--- config.mk ---
export PLATFORM = sky130hd
export DESIGN_NAME = dllm_front
export DESIGN_NICKNAME = d
export VERILOG_FILES = /design/src/hw/rtl/dllm_pkg.sv /design/src/hw/rtl/dllm_front.sv
export SDC_FILE = /design/constraint.sdc
export NUM_CORES = 1
export LEC_CHECK = 0
export ABC_AREA = 1
export BUFFER_PORTS_ARGS = -buffer_cell sky130_fd_sc_hd__buf_2
export CORE_ASPECT_RATIO = 1.5
export CORE_MARGIN = 3
export CORE_UTILIZATION = 30
export CTS_CLUSTER_DIAMETER = 150
export DETAILED_ROUTE_END_ITERATION = 16
export PLACE_DENSITY_LB_ADDON = 0.25
export RECOVER_POWER = 25
export SYNTH_ARGS = -nofsm -noshare
export SYNTH_HDL_FRONTEND = slang
export SYNTH_SLANG_ARGS = --single-unit
--- constraint.sdc ---
create_clock -name clk -period 3.3 [get_ports clk]
set_input_delay 0.165 -clock clk [delete_from_list [all_inputs] [get_ports clk]]
set_output_delay 0.165 -clock clk [all_outputs]
set_load 0.05 [all_outputs]
--- src/hw/rtl/dllm_pkg.sv ---
// Shared types and codes of the doubly linked list manager.
package dllm_pkg;

	// request codes
	localparam logic [3:0] REQ_INS_FIRST  = 4'd0;
	localparam logic [3:0] REQ_INS_LAST   = 4'd1;
	localparam logic [3:0] REQ_REM_FIRST  = 4'd2;
	localparam logic [3:0] REQ_REM_LAST   = 4'd3;
	localparam logic [3:0] REQ_PEEK_FIRST = 4'd4;
	localparam logic [3:0] REQ_PEEK_LAST  = 4'd5;
	localparam logic [3:0] REQ_INS_AFTER  = 4'd6;
	localparam logic [3:0] REQ_INS_BEFORE = 4'd7;
	localparam logic [3:0] REQ_REM_AFTER  = 4'd8;
	localparam logic [3:0] REQ_REM_BEFORE = 4'd9;

	// status codes
	localparam logic [2:0] ST_OK          = 3'd0;
	localparam logic [2:0] ST_EMPTY       = 3'd1;
	localparam logic [2:0] ST_NOT_ALLOWED = 3'd2;
	localparam logic [2:0] ST_FULL        = 3'd3;
	localparam logic [2:0] ST_NOT_IN_USE  = 3'd4;

	typedef struct packed {
		logic [3:0]         req_type;
		logic signed [31:0] item_value;
		logic [8:0]         anchor;
	} req_t;

	typedef struct packed {
		logic signed [31:0] value_out;
		logic [8:0]         new_handle;
		logic [2:0]         status;
		logic [8:0]         occupancy;
	} rsp_t;

	typedef enum logic [1:0] {OP_NONE, OP_INS, OP_REM, OP_PEEK} op_kind_t;
	typedef enum logic [1:0] {AM_FIRST, AM_LAST, AM_AFTER, AM_BEFORE} anch_mode_t;

	// classified request handed from front to back
	typedef struct packed {
		op_kind_t           kind;
		anch_mode_t         mode;
		logic signed [31:0] value;
		logic [8:0]         anchor;
	} cmd_t;

endpackage

--- src/hw/rtl/dllm_front.sv ---
// Front end: accepts request words, classifies them and queues them for the back end.
module dllm_front import dllm_pkg::*; (
	input  logic clk,
	input  logic arst_n,
	input  logic in_valid,
	output logic in_stall,
	input  req_t in_word,
	output logic cmd_valid,
	output cmd_t cmd,
	input  logic cmd_take
);

	cmd_t       dec;
	cmd_t       fifo_q [2];
	logic       wr_q;
	logic       rd_q;
	logic [1:0] cnt_q;
	logic       push;

	// classify the request code
	always_comb begin
		dec.value  = in_word.item_value;
		dec.anchor = in_word.anchor;
		dec.kind   = OP_NONE;
		dec.mode   = AM_FIRST;
		unique case (in_word.req_type)
			REQ_INS_FIRST: begin dec.kind = OP_INS; dec.mode = AM_FIRST; end
			REQ_INS_LAST: begin dec.kind = OP_INS; dec.mode = AM_LAST; end
			REQ_REM_FIRST: begin dec.kind = OP_REM; dec.mode = AM_FIRST; end
			REQ_REM_LAST: begin dec.kind = OP_REM; dec.mode = AM_LAST; end
			REQ_PEEK_FIRST: begin dec.kind = OP_PEEK; dec.mode = AM_FIRST; end
			REQ_PEEK_LAST: begin dec.kind = OP_PEEK; dec.mode = AM_LAST; end
			REQ_INS_AFTER: begin dec.kind = OP_INS; dec.mode = AM_AFTER; end
			REQ_INS_BEFORE: begin dec.kind = OP_INS; dec.mode = AM_BEFORE; end
			REQ_REM_AFTER: begin dec.kind = OP_REM; dec.mode = AM_AFTER; end
			REQ_REM_BEFORE: begin dec.kind = OP_REM; dec.mode = AM_BEFORE; end
			default: begin dec.kind = OP_NONE; dec.mode = AM_FIRST; end
		endcase
	end

	assign in_stall  = (cnt_q == 2'd2);
	assign push      = in_valid && !in_stall;
	assign cmd_valid = (cnt_q != 2'd0);
	assign cmd       = fifo_q[rd_q];

	// store classified words
	always_ff @(posedge clk) begin
		if (push) begin
			fifo_q[wr_q] <= dec;
		end
	end

	// advance pointers and fill count
	always_ff @(posedge clk or negedge arst_n) begin
		if (!arst_n) begin
			wr_q  <= 1'b0;
			rd_q  <= 1'b0;
			cnt_q <= 2'd0;
		end else begin
			if (push) begin
				wr_q <= !wr_q;
			end
			if (cmd_take) begin
				rd_q <= !rd_q;
			end
			if (push && !cmd_take) begin
				cnt_q <= cnt_q + 2'd1;
			end else if (!push && cmd_take) begin
				cnt_q <= cnt_q - 2'd1;
			end
		end
	end

endmodule

* Word level (Yosys, flattened, before mapping)
Memory sizes are Yosys's and may differ from the RTL's. Index checks and enable logic that the tools add are counted.
Cells by class: add/sub/neg operators 2, eq/ne operators 1, multiplexer cells 4, reduce and logical (&&, ||, !) cells 10
Operators by type and width (count):
- 1-bit zero test | 5
- 2-bit 2-to-1 mux | 2
- 2-bit nonzero test | 2
- 1-bit logical AND | 3
- 2-bit by 1-bit adder with 2-bit output, second input constant | 1
- 2-bit == test, second input constant | 1
- 1-bit 2-to-1 mux | 2
- 2-bit by 1-bit subtractor with 2-bit output, second input constant | 1
Word-level totals: register bits after elaboration 4, memory bits (writable) 90, bits in read-only memories 64, output and inout bits 47, memories 2
Memory list:
- fifo_q | depth 2, bits a word 45, rd ports 1, clocked after memory_dff 0, wr ports 1, RTL line dllm_front.sv:14 | cmd_t fifo_q [2];
- (name not given) | depth 16, bits a word 4, rd ports 1, clocked after memory_dff 0, wr ports 0, RTL line dllm_front.sv:26 | unique case (in_word.req_type)

* Longest topological paths before layout
Gate-level depths: netlist (run 1).
depth in word-level cells 7, gate-level depth with buffers 9, depth with buffers taken out 9

* Worst setup path after synthesis (run 1)
OpenSTA, ideal clock, no wires.
path type reg2reg, start point reg cnt_q[1], end point mem fifo_q[1][0] (netlist bit), enable pin, setup time 0.448 ns, data arrival time 2.449 ns, data required time 2.852 ns, setup slack 0.403 ns, cell stages (with the launch flop) 4, clock period less this slack 2.897 ns, path through dfrtp_1 inv_1 o21ai_0 nor2_1
Between the ends: word-level cells in the longest chain between the ends 5
RTL lines:
- from (decl) | RTL line dllm_front.sv:17 | logic [1:0] cnt_q;
- from (signal assigned) | RTL line dllm_front.sv:67 | cnt_q <= cnt_q + 2'd1;
- from (signal assigned) | RTL line dllm_front.sv:69 | cnt_q <= cnt_q - 2'd1;
- 2-bit == test | RTL line dllm_front.sv:41 | assign in_stall = (cnt_q == 2'd2);
- 1-bit zero test | RTL line dllm_front.sv:42 | assign push = in_valid && !in_stall;
- 1-bit logical AND | RTL line dllm_front.sv:42
- 1-bit 2-to-1 mux | RTL line dllm_front.sv:48 | if (push) begin
- 1-bit 2-to-1 mux (not written as such) | RTL line dllm_front.sv:49 | fifo_q[wr_q] <= dec;
- to (decl) | RTL line dllm_front.sv:14
Every way passes these cells.

==> results of run 1 <==
[worst paths after layout]
path,endpoint,slack (ns),cells past startpoint
min in group asynchronous,cnt_q[0],0.17,2
hold reg to reg,wr_q,0.48,2
setup reg to reg,fifo_q[0][18],1.34,5
setup / recovery,cmd[30],1.09,3
hold / removal,fifo_q[1][25],0.02,1
max in group asynchronous,rd_q,3.00,2
[synth_stat cells]
cell       n  area (um2)
o21ai_0    1       5.000
nor2_1     4       15.01
dfrtp_1    4       100.1
nand4_1    1       6.260
inv_1     11       41.29
ha_1       4       50.05
nand3_1    1       5.000
xnor2_1    1       8.760
mux2_2     6       67.56
mux2_4    39       585.6
buf_6      1       11.26
nand2_1   14       52.55
buf_12     4       80.08
xor2_1     1       8.760
edfxtp_1  90        2703
a21boi_0   1       7.510
[what timing repair did]
action | CTS | global route
resized for setup | 0 | 0
endpoints found under the hold margin | 4 | 0
endpoints found under the setup margin | 0 | 0
hold buffers | 1 | 0
[stage by stage]
step                instance area, um2  util [%]  instances
floorplan                         3747         -        183
detailed placement                4372     36.20        428
global route                      4669     38.66        444
finish                            4669     38.66        444
CTS                               4686     38.80        444
global placement                  4372     36.20        428
[power groups by stage]
stage,sequential [mW],clock (mW),combinational (mW)
3_5_place_dp,1.80,0,2.08
2_1_floorplan,1.72,0,1.82
3_3_place_gp,1.79,0,2.07
4_1_cts,1.78,1.07,2.09
5_1_grt,1.81,1.13,2.16
6_report,1.77,1.04,2.05
[sequential cells by signal, indices dropped and copies added, names as in the netlist]
signal,flops
cnt_q,2
fifo_q,90
rd_q,1
wr_q,1
[routing by layer]
layer,vias up,wire [um],GRT usage [%]
met1,901,2392,9.371
met4,4,156,4.814
met3,16,361,3.568
li1,897,-,-
met5,-,26,0
met2,47,3722,18.81
[kinds of logic after synthesis]
family	share of synthesized area, %
compound gates	0.3338
xor+xnor	0.4675
fa+ha+maj	1.336
buf+inv	3.539
flops	74.79
mux	17.43
simple gates	2.103
[layout make-up]
cell class	instances	area [um2]	share of cell area (%)
flip-flops and latches	94	2804	60.05
repair buffers	98	509.2	10.91
multi-input cells	73	819.5	17.55
clock inverters	5	75.07	1.608
well taps	153	191.4	4.100
clock buffers	10	229.0	4.904
inverters	11	41.29	0.8842
[cells in the final DEF, fill, tap and decap left out]
master | netlist | layout
mux2_4 | 39 | 39
nand3_1 | 1 | 1
nor2_1 | 4 | 3
bufinv_16 | 0 | 2
xor2_1 | 1 | 1
ha_1 | 4 | 4
clkbuf_16 | 0 | 9
dlygate4sd3_1 | 0 | 1
clkbuf_1 | 0 | 14
a21boi_0 | 1 | 1
dfrtp_1 | 4 | 3
mux2_2 | 6 | 6
buf_2 | 0 | 82
dfrtp_2 | 0 | 1
nor2_4 | 0 | 1
inv_1 | 11 | 10
o21ai_0 | 1 | 1
clkinv_1 | 0 | 2
nand4_1 | 1 | 1
clkinvlp_4 | 0 | 1
edfxtp_1 | 90 | 90
inv_2 | 0 | 1
buf_12 | 4 | 2
nand2_1 | 14 | 14
xnor2_1 | 1 | 1
==> qor.yml, run 1 <==
critical_path_class: "flop to primary output"
die_h_um: 142.9
syn-cell-area_um2: 3747
clock_sinks: 94
hp-class: "primary input to flop"
powerDensity_nw_per_um2: 1041
slew_headroom_pct: 30.85
routabilityCongestion: 0.6764
internal-power_mw: 2.941
tightest_slew_ns: 1.036
ys_ff_latch: 94
cts_tree: "yes"
viasPerCell: 4.200
clockBufferDepth: 2
wl_per_cell_um: 15.00
htreeDepth: 3
hold_start: "in_word[25]"
cp_cell_sequence: "buf_12 > mux2_2 > buf_2"
skew_ns: 0.004394
final_nets: 340
cp-startpoint: "rd_q"
synth_warnings: 0
grt.overflow.total: 0
grt_max_degree: 46
cp-start-kind: "flop"
p_switching_mw: 1.921
syn_nets: 236
p_comb_share_pct: 42.1
crit_arrival_ns: 2.04
drt_first_iter_violations: 56
maxSlewViolCount: 0
drt_pass1_iterations: 4
path_clk_slew_ns: 0.06
avgSynthCellArea_um2: 20.48
cp.required_ns: 3.13
dp_slack_ns: 1.329
ant_nets: 0
critPathTopFamily: "flip-flops"
vias: 1865
synth.distinct_cells: 16
vdd_drop_max_mv: 0.5751
finalCritPeriodShare_pct: 66.85
track_usage_pct: 9.906
diodes: 0
nFillCells: 1124
core_area_um2: 12080
initial_core_util_pct: 31.03
path_buf_inv: 2
die_area_um2: 13900
synth_cells: 183
drive_above_1_share_pct: 49.48
place.port_buffers: 95
crit_path_top_delay_cell: "dfrtp_2"
antenna_found_initial: 2
p_seq_share_pct: 36.4
clk_latency_ns: 0.33
ios: 96
layout_setup_ws_ns: 1.094
outcome: "finished, final reports clean"
setup_viol: 0
grt_pass1_vias: 2075
area_delta_synth_final_pct: 24.61
ctsRootBufferMaster: "clkbuf_16"
die_x_um: 97.26
grt_pass1_wl_um: 10470
rsz0062_at_grt: "no"
cts_made_buffers: 9
rows: 49
switching_share_pct: 39.50
p_total_mw: 4.862
r2r-start: "cnt_q[1]"
power_leakage_nw: 1.882
clkPwrFrac_pct: 21.5
layout_min_cycle_time_ns: 2.206
fin_tns_setup_ns: 0
dp_hpwl_um: 4588
hold_ws_ns: 0.01976
critPathCaptureType: "primary output"
worstPathMaxFanout: 26
final_hold_viol_count: 0
max_freq_mhz: 453.3
cap_viol_max_count: 0
drc: 0
post_cts_buffers: 0
routed_wl_um: 6660
ys_seq_area_share_pct: 74.79
slowest_delay_ns: 0.80
No activity file was read; power rests on OpenSTA's default activity.
==> run 2: changes to the inputs <==
clock period = 2.3 ns   (was 3.3 ns; I/O delays follow)
==> qor.yml, run 2 (synthesized netlist as in run 1, its figures left out) <==
place.port_buffers: 95
cp.required_ns: 2.18
rows: 49
grt_max_degree: 28
p_seq_share_pct: 35.7
vdd_drop_max_mv: 0.7468
ios: 96
switching_share_pct: 40.66
reg_top3: "fifo_q (90), cnt_q (2)"
tightest_slew_ns: 0.5008
skew_ns: 0.006140
critical_path_class: "flop to primary output"
final_hold_viol_count: 0
clk_latency_ns: 0.33
area_delta_synth_final_pct: 34.66
clkPwrFrac_pct: 18.5
max_freq_mhz: 538.6
p_switching_mw: 2.773
layout_min_cycle_time_ns: 1.857
die_h_um: 142.9
wl_per_cell_um: 14.18
htreeDepth: 3
outcome: "finished, final reports clean"
core_area_um2: 12080
drc: 0
ctsRootBufferMaster: "clkbuf_16"
grt_pass1_vias: 2179
track_usage_pct: 10.33
slew_headroom_pct: 66.62
fin_tns_setup_ns: 0
grt.overflow.total: 0
initial_core_util_pct: 31.03
cap_viol_max_count: 0
vias: 2028
cp-start-kind: "flop"
setup_viol: 0
drive_above_1_share_pct: 41.96
crit_path_top_delay_cell: "buf_4"
path_clk_slew_ns: 0.06
cp_cell_sequence: "buf_4 > mux2_2 > buf_2"
final_nets: 386
antenna_found_initial: 1
top_register: "fifo_q"
drt_first_iter_violations: 58
nFillCells: 1118
internal-power_mw: 4.047
dp_hpwl_um: 4738
cts_tree: "yes"
routed_wl_um: 6948
hold_ws_ns: 0.1211
viasPerCell: 4.139
slowest_delay_ns: 0.43
power_leakage_nw: 2.033
clockBufferDepth: 2
maxSlewViolCount: 0
grt_pass1_wl_um: 10860
hp-class: "primary input to flop"
clock_sinks: 94
ant_nets: 0
die_area_um2: 13900
routabilityCongestion: 0.6581
crit_arrival_ns: 1.74
powerDensity_nw_per_um2: 1352
layout_common_cells: "90 x edfxtp_1, 75 x buf_2, 43 x dlygate4sd3_1"
largest_register_ffs: 90
final_common_cell: "edfxtp_1"
p_comb_share_pct: 45.7
drt_pass1_iterations: 4
cts_made_buffers: 9
worstPathMaxFanout: 27
rsz0062_at_grt: "no"
post_cts_buffers: 0
die_x_um: 97.26
critPathCaptureType: "primary output"
finalCritPeriodShare_pct: 80.73
## run 2: cell types whose count changed in the layout (fill, tap and decap cells not counted), sizes merged
cell / delta
bufinv: -2
clkbuf: +6
dlygate4sd3: +42
diode: +1
clkinv: +1
clkinvlp: -1
buf: -1
## run 2: metal layers
layer | up-vias | GRT usage, % | share of wire, %
li1 | 987 | - | -
met1 | 984 | 10.56 | 39
met2 | 48 | 18.60 | 55
met3 | 9 | 3.568 | 4.8
met4 | 0 | 5.470 | 1.9
met5 | - | 0 | 0
## run 2: cell type report
| cell class | instances | area [um2] | area share, % |
|---|---|---|---|
| Timing Repair Buffer | 144 | 938.4 | 18.60 |
| Inverter | 11 | 41.29 | 0.8182 |
| Tap cell | 153 | 191.4 | 3.794 |
| Sequential cell | 94 | 2804 | 55.57 |
| Antenna cell | 1 | 2.502 | 0.04959 |
| Clock inverter | 3 | 13.76 | 0.2727 |
| Clock buffer | 11 | 232.7 | 4.612 |
| Multi-Input combinational cell | 73 | 822.0 | 16.29 |
## run 2: metrics by stage
stage | worst slack (ns) | cells | power, mW | instance area, um2 | utilization, %
floorplan | 0.1199 | 183 | 5.076 | 3752 | -
finish | 0.4432 | 490 | 6.820 | 5046 | 41.78
global route | 0.3678 | 490 | 7.139 | 5046 | 41.78
global placement | 0.6133 | 432 | 5.564 | 4392 | 36.36
detailed placement | 0.5778 | 432 | 5.601 | 4392 | 36.36
CTS | 0.4007 | 489 | 6.940 | 5069 | 41.97
## run 2: path summary, 6_finish.rpt
path / startpoint / to / slack, ns / cells after the start
hold reg to reg: cnt_q[1] / cnt_q[1] / 0.48 / 2
hold / removal: in_word[44] / fifo_q[0][43] / 0.12 / 2
setup / recovery: rd_q / cmd[37] / 0.44 / 3
setup reg to reg: cnt_q[1] / fifo_q[0][2] / 0.59 / 6
min in group asynchronous: arst_n / cnt_q[0] / 0.14 / 2
max in group asynchronous: arst_n / rd_q / 1.94 / 2
## run 2: timing repair
action | CTS | global route
resized for setup | 0 | 0
hold buffers | 43 | 0
hold endpoints to repair | 87 | 0
## run 2: worst max-delay path, delay by kind of cell (launching register included)
family                 cells  cell delay, ns
buffers and inverters      2            0.64
muxes                      1            0.40
DFF                        1            0.35
## run 2: power groups by stage
stage | logic (mW) | clock network (mW) | registers [mW]
3_5_place_dp | 3.12 | 0 | 2.48
2_1_floorplan | 2.62 | 0 | 2.46
6_report | 3.12 | 1.27 | 2.44
5_1_grt | 3.29 | 1.39 | 2.47
4_1_cts | 3.18 | 1.31 | 2.44
3_3_place_gp | 3.11 | 0 | 2.46
